File: src/design/mi4_mul.sv
// Shift-add signed multiplier: wide operand times one element, one bit per cycle.
`default_nettype none
module mi4_mul #(
    parameter int WW = 136,
    parameter int EW = 32
) (
    input  wire logic          i_clk,
    input  wire logic          i_rst_n,
    input  wire logic          i_start,
    input  wire logic [WW-1:0] i_a,
    input  wire logic [EW-1:0] i_b,
    output logic               o_done,
    output logic [WW-1:0]      o_p
);
    localparam int CW = $clog2(EW);

    logic          r_busy;
    logic          r_done;
    logic [CW-1:0] r_cnt;
    logic [WW-1:0] r_a;
    logic [EW-1:0] r_b;
    logic [WW-1:0] r_p;
    logic          last;
    logic [WW-1:0] addend;

    assign last = (r_cnt == CW'(EW - 1));
    // Top bit of a two's complement multiplier carries negative weight.
    always_comb begin
        if (!r_b[0])
            addend = '0;
        else if (last)
            addend = WW'(0) - r_a;
        else
            addend = r_a;
    end

    always_ff @(posedge i_clk) begin
        if (!i_rst_n) begin
            r_busy <= 1'b0;
            r_done <= 1'b0;
        end else begin
            r_done <= 1'b0;
            if (i_start) begin
                r_a    <= i_a;
                r_b    <= i_b;
                r_p    <= '0;
                r_cnt  <= '0;
                r_busy <= 1'b1;
            end else if (r_busy) begin
                r_p   <= r_p + addend;
                r_a   <= r_a << 1;
                r_b   <= r_b >> 1;
                r_cnt <= r_cnt + CW'(1);
                if (last) begin
                    r_busy <= 1'b0;
                    r_done <= 1'b1;
                end
            end
        end
    end

    assign o_done = r_done;
    assign o_p    = r_p;
endmodule
`default_nettype wire

File: config.mk
export PLATFORM = sky130hd
export DESIGN_NAME = mi4_mul
export DESIGN_NICKNAME = d
export VERILOG_FILES = /design/src/design/mi4_mul.sv
export SDC_FILE = /design/constraint.sdc
export NUM_CORES = 1
export LEC_CHECK = 0
export BUFFER_PORTS_ARGS = -buffer_cell sky130_fd_sc_hd__buf_2
export CAP_MARGIN = 10
export CELL_PAD_IN_SITES_DETAIL_PLACEMENT = 1
export CELL_PAD_IN_SITES_GLOBAL_PLACEMENT = 1
export CORE_ASPECT_RATIO = 1.1
export CORE_MARGIN = 3
export CORE_UTILIZATION = 35
export DETAILED_ROUTE_END_ITERATION = 10
export PLACE_DENSITY = 0.62
export SLEW_MARGIN = 20
export SYNTH_ARGS = -nofsm -noshare
export SYNTH_HDL_FRONTEND = slang
export SYNTH_SLANG_ARGS = --single-unit
File: constraint.sdc
create_clock -name i_clk -period 14.25 [get_ports i_clk]
set_input_delay 2.85 -clock i_clk [delete_from_list [all_inputs] [get_ports i_clk]]
set_output_delay 2.85 -clock i_clk [all_outputs]
set_load 0.03 [all_outputs]
; Word level (Yosys, flattened, before mapping)
; Index checks and enable logic that the tools add are counted.
[word_totals]
regBits = 311
inputBits = 171
out_inout_bits = 137
word_cells = 27
[op_classes]
n_addsub = 3
n_eq_ne = 1
n_mux = 12
bitwise_logic = 2
n_reduce_logical = 3
[ops]
columns = cell, count
row1 = 2-to-1 mux 136 bit, 5
row2 = adder 136 bit, 1
row3 = "subtractor 1 x 136 -> 136 bit, first input constant", 1
row4 = 2-to-1 mux 32 bit, 2
row5 = "adder 5 x 1 -> 5 bit, second input constant", 1
row6 = "equality test 5 bit, second input constant", 1
row7 = 2-to-1 mux 5 bit, 1
row8 = 2-to-1 mux 1 bit, 4
row9 = OR reduction 3 bit, 1
row10 = inverter 1 bit, 2
row11 = AND reduction 2 bit, 1
row12 = nonzero test 2 bit, 1

; Longest topological paths before layout
[depth]
depth_word = 5
depth_mapped = 24
ltp_nobuf = 23

; Worst setup path after synthesis
; OpenSTA, ideal clock, no wires.
[synth_path]
path_kind = input port to flip-flop
startpoint = input i_start
endpoint = register r_p[0] (netlist: o_p[0]) (enable)
setup_time_ps = 700
t_arrival_ps = 10593
required_ps = 13550
slack_ps = 2958
cell_stages = 4
n_path_buf = 3
cell_sequence = clkbuf_1 > clkbuf_1 > clkbuf_1 > o21a_1
[synth_between]
elab_chain_cells = 2
[synth_lines]
columns = item, line
row1 = start: declaration, 9  ; input wire logic i_start,
row2 = nonzero test 2 bit (no line), n/a
row3 = AND reduction 2 bit (no line), n/a
row4 = end signal: assignment, 50  ; r_p <= r_p + addend;
row5 = end: declaration, 22  ; logic [WW-1:0] r_p;
; Every way passes these cells.
; A chain may end at the register's enable or synchronous reset.

; Worst setup path after layout
[layout_path]
startpoint = register r_a[3]
endpoint = register r_p[96] (netlist: o_p[96]), data pin
[layout_between]
elab_chain_cells = 5
[layout_lines]
columns = item, line
row1 = start: declaration, 20  ; logic [WW-1:0] r_a;
row2 = start signal: assignment, 44  ; r_a <= i_a;
row3 = start signal: assignment, 51  ; r_a <= r_a << 1;
row4 = subtractor 1 x 136 -> 136 bit, 32  ; addend = WW'(0) - r_a;
row5 = 2-to-1 mux 136 bit (*), 31  ; else if (last)
row6 = 2-to-1 mux 136 bit (*), 29  ; if (!r_b[0])
row7 = adder 136 bit (*), 50
row8 = 2-to-1 mux 136 bit (*), 49  ; end else if (r_busy) begin
; Mark *: on every way between the ends. The rest lies on a longest branch, timed or not. The select of a mux whose other input is x is not followed.

==> results.ini <==
[setup_path]
crit_path_start_kind=flop
crit_chain=or3_4 > or4b_4 > or4_4 > or3_4 > or4_4 > or4_4 > o31ai_2 > xnor2_1 > and2_1 > ha_1 > nand4_1 > or3_1 > or3b_2 > o32ai_1 > o21ai_0 > o21ai_0 > a31oi_1 > nor4b_1 > o21a_1 > nor3_1
critPathBufInv=0
crit_family=simple AND/OR/NAND/NOR gates
cp.depth=20
endpoint=o_p[96]
path_max_fanout=8
setup.worst_path.start=r_a[3]
crit_type=flop to flop
ff2ff_setup_slack_ps=6310
critical_path_required_ps=14550
ff2ff_path_depth=20
worstSetupEndpointType=flop
critPathSlowestCell=o21ai_0
worstReg2RegEnd=o_p[96]
path_common_cell=or4_4
cpPeakStageDelay_ps=710
rr_startpoint=r_a[3]
arrival_ps=8240

[timing]
setup_tns_ps=0
final.setup_skew_ps=32.2
hold_ws_ps=526
fin_crit_ps=7940
tightest_slew_ps=1140
maxSlewHeadroom_pct=23.3
slew_violations=0
max_freq_ghz=0.126
hold_violations=0
setup_viol=0
grt_setup_unrepaired=no
post-route-period-util_pct=55.7

[flow_run]
cap_violations=0

[placement]
io_buffers=307
place_congestion=0.922
dpl.hpwl_mm=81.8

[synthesis]
synthesis.area_sq_mm=0.0257
ys_ff_latch=311
yosysMostFrequentCell=edfxtp_1
synthCells=2835
yosys.area.top_type_share_pct=36.1
seq_area_frac_synth_pct=36.3
async_flop_share_pct=0
synth_edf_count=309
synth_area_leaders=edfxtp_1 36%, mux2_2 7.9%, ha_1 6.7%
synthFlopType=edfxtp_1
yosysTopAreaCell=edfxtp_1
yosys_warnings=0
ys_top_cells_by_count=309 x edfxtp_1, 280 x nor2_1, 243 x a21oi_1
synth.distinct_cells=73
syn_avg_cell_area_sq_um=9.06
syn_nets=3145

[floorplan]
die_x_um=264
rows=103
chipHeight_um=290
ios=308
die_area_sq_mm=0.0767
core_sq_mm=0.0723
start_util_pct=35.5

[layout]
drive_above_1_share_pct=19.9
synthToLayoutAreaGrowth_pct=14.8
nNetsFinal=3359
n_fill_cell=8405

[grt]
overflow=0
grt_pass1_wl_mm=152
grt_max_degree=85
first_global_vias=24000
antenna_found_initial=17
grt_util_all_layers_pct=25.7

[clock_network]
cts_root_buf=clkbuf_16
insertion_delay_ps=600
hold_buffers=0
cts_buffers=41
cts_setup_buffers=0
clock-sinks=311
clock_path_buffers=3
cts_tree=built
cts_htree_levels=2
cts.repair.resized=0
clkTransAtPathRegs_ps=60

[routing]
viasPerCell=5.75
wire_per_inst_um=25.3
initialDrtViolationCount=1532
vias=23200
drtPass1Iterations=7
postRouteAntennaNets=0
route.detailed.drc=0
totalWireLength_mm=102

[power]
powerDensity_mw_per_mm2=112
leakagePower_nw=10.7
irDropWorstVdd_mv=0.0863

[status]
outcome=completed

[min_path]
min_path_type=flop to flop

[cells in the final DEF, fill, tap and decap left out, types with 12 or more instances in the layout]
master	n
xor2_1	67
mux2_2	181
nor2_1	280
nand3_1	36
clkbuf_16	41
buf_4	20
or3_1	36
buf_2	306
or2_2	17
and2_1	116
xnor2_1	171
and3_1	12
nand2b_1	19
o31ai_1	60
or4_1	21
nor3_1	69
nand2_1	220
a21oi_1	243
o21ai_0	173
o211ai_1	17
ha_1	137
o41ai_1	21
a21boi_0	15
edfxtp_1	309
nor2b_1	47
a31oi_1	24
inv_1	54
a21o_1	47
nor4_1	25
o21a_1	24
o21bai_1	44
nand4_1	93
[flip-flops by register name, indices dropped and copies added (netlist names)]
name	count
r_cnt	5
o_p	136
o_done	1
r_b	32
r_a	136
r_busy	1
[per-layer routing]
layer	GRT usage, %	part of all wire [%]
met5	0	0.094
met4	8.79	3.7
met3	5.67	6.1
met2	41.8	46
met1	33.9	44
[through the flow]
| stage | setup WS (ps) | cells | util [%] | power (mW) | area, sq um |
|---|---|---|---|---|---|
| 5_1_grt | 6090 | 4026 | 40.8 | 3.45 | 29500 |
| 3_5_place_dp | 6530 | 3951 | 38.7 | 2.16 | 28000 |
| 3_3_place_gp | 6250 | 3951 | 38.7 | 2.14 | 28000 |
| 2_1_floorplan | 2960 | 2835 | - | 1.85 | 25700 |
| 4_1_cts | 6460 | 4025 | 40.8 | 3.33 | 29500 |
| 6_report | 6310 | 4034 | 40.8 | 3.30 | 29500 |
[worst reg2reg max path: cells and delay by family (launching register included)]
kind | cells | cell delay [ps]
simple gates | 12 | 4910
flops | 1 | 440
xor+xnor | 1 | 90
fa+ha+maj | 1 | 430
compound gates | 6 | 1760
[cell type report]
type	instances	area, sq um	area share [%]
antenna	9	22.5	0.0764
clock buffer	46	1040	3.54
tap	945	1180	4.01
inverter	54	203	0.687
clock inverter	28	422	1.43
sequential	311	9320	31.6
timing repair buffer	327	1700	5.75
multi-input combinational	2314	15600	52.9
[cell families after synthesis]
logic type	Yosys count	share of synthesized area (%)
buffers and inverters	210	3.10
adder cells (fa/ha/maj)	139	6.80
XOR/XNOR	238	8.11
AO/OA/AOI/OAI	732	17.7
multiplexers	182	7.97
AND/OR/NAND/NOR	1023	20.0
flip-flops	311	36.3
[power breakdown]
part,switching [mW],internal (mW)
Sequential,0.0756,1.11
Clock,0.453,0.697
Combinational,0.626,0.333
Total,1.15,2.14
[worst min path at each step]
stage,from,endpoint,slack [ps],cells past startpoint
4_1_cts,r_busy,o_done,530,1
3_5_place_dp,r_busy,o_done,520,1
6_report,r_busy,o_done,530,1
2_1_floorplan,r_busy,o_done,500,1
3_3_place_gp,r_busy,o_done,520,1
5_1_grt,r_busy,o_done,540,1
(Power assumes the default switching activity.)
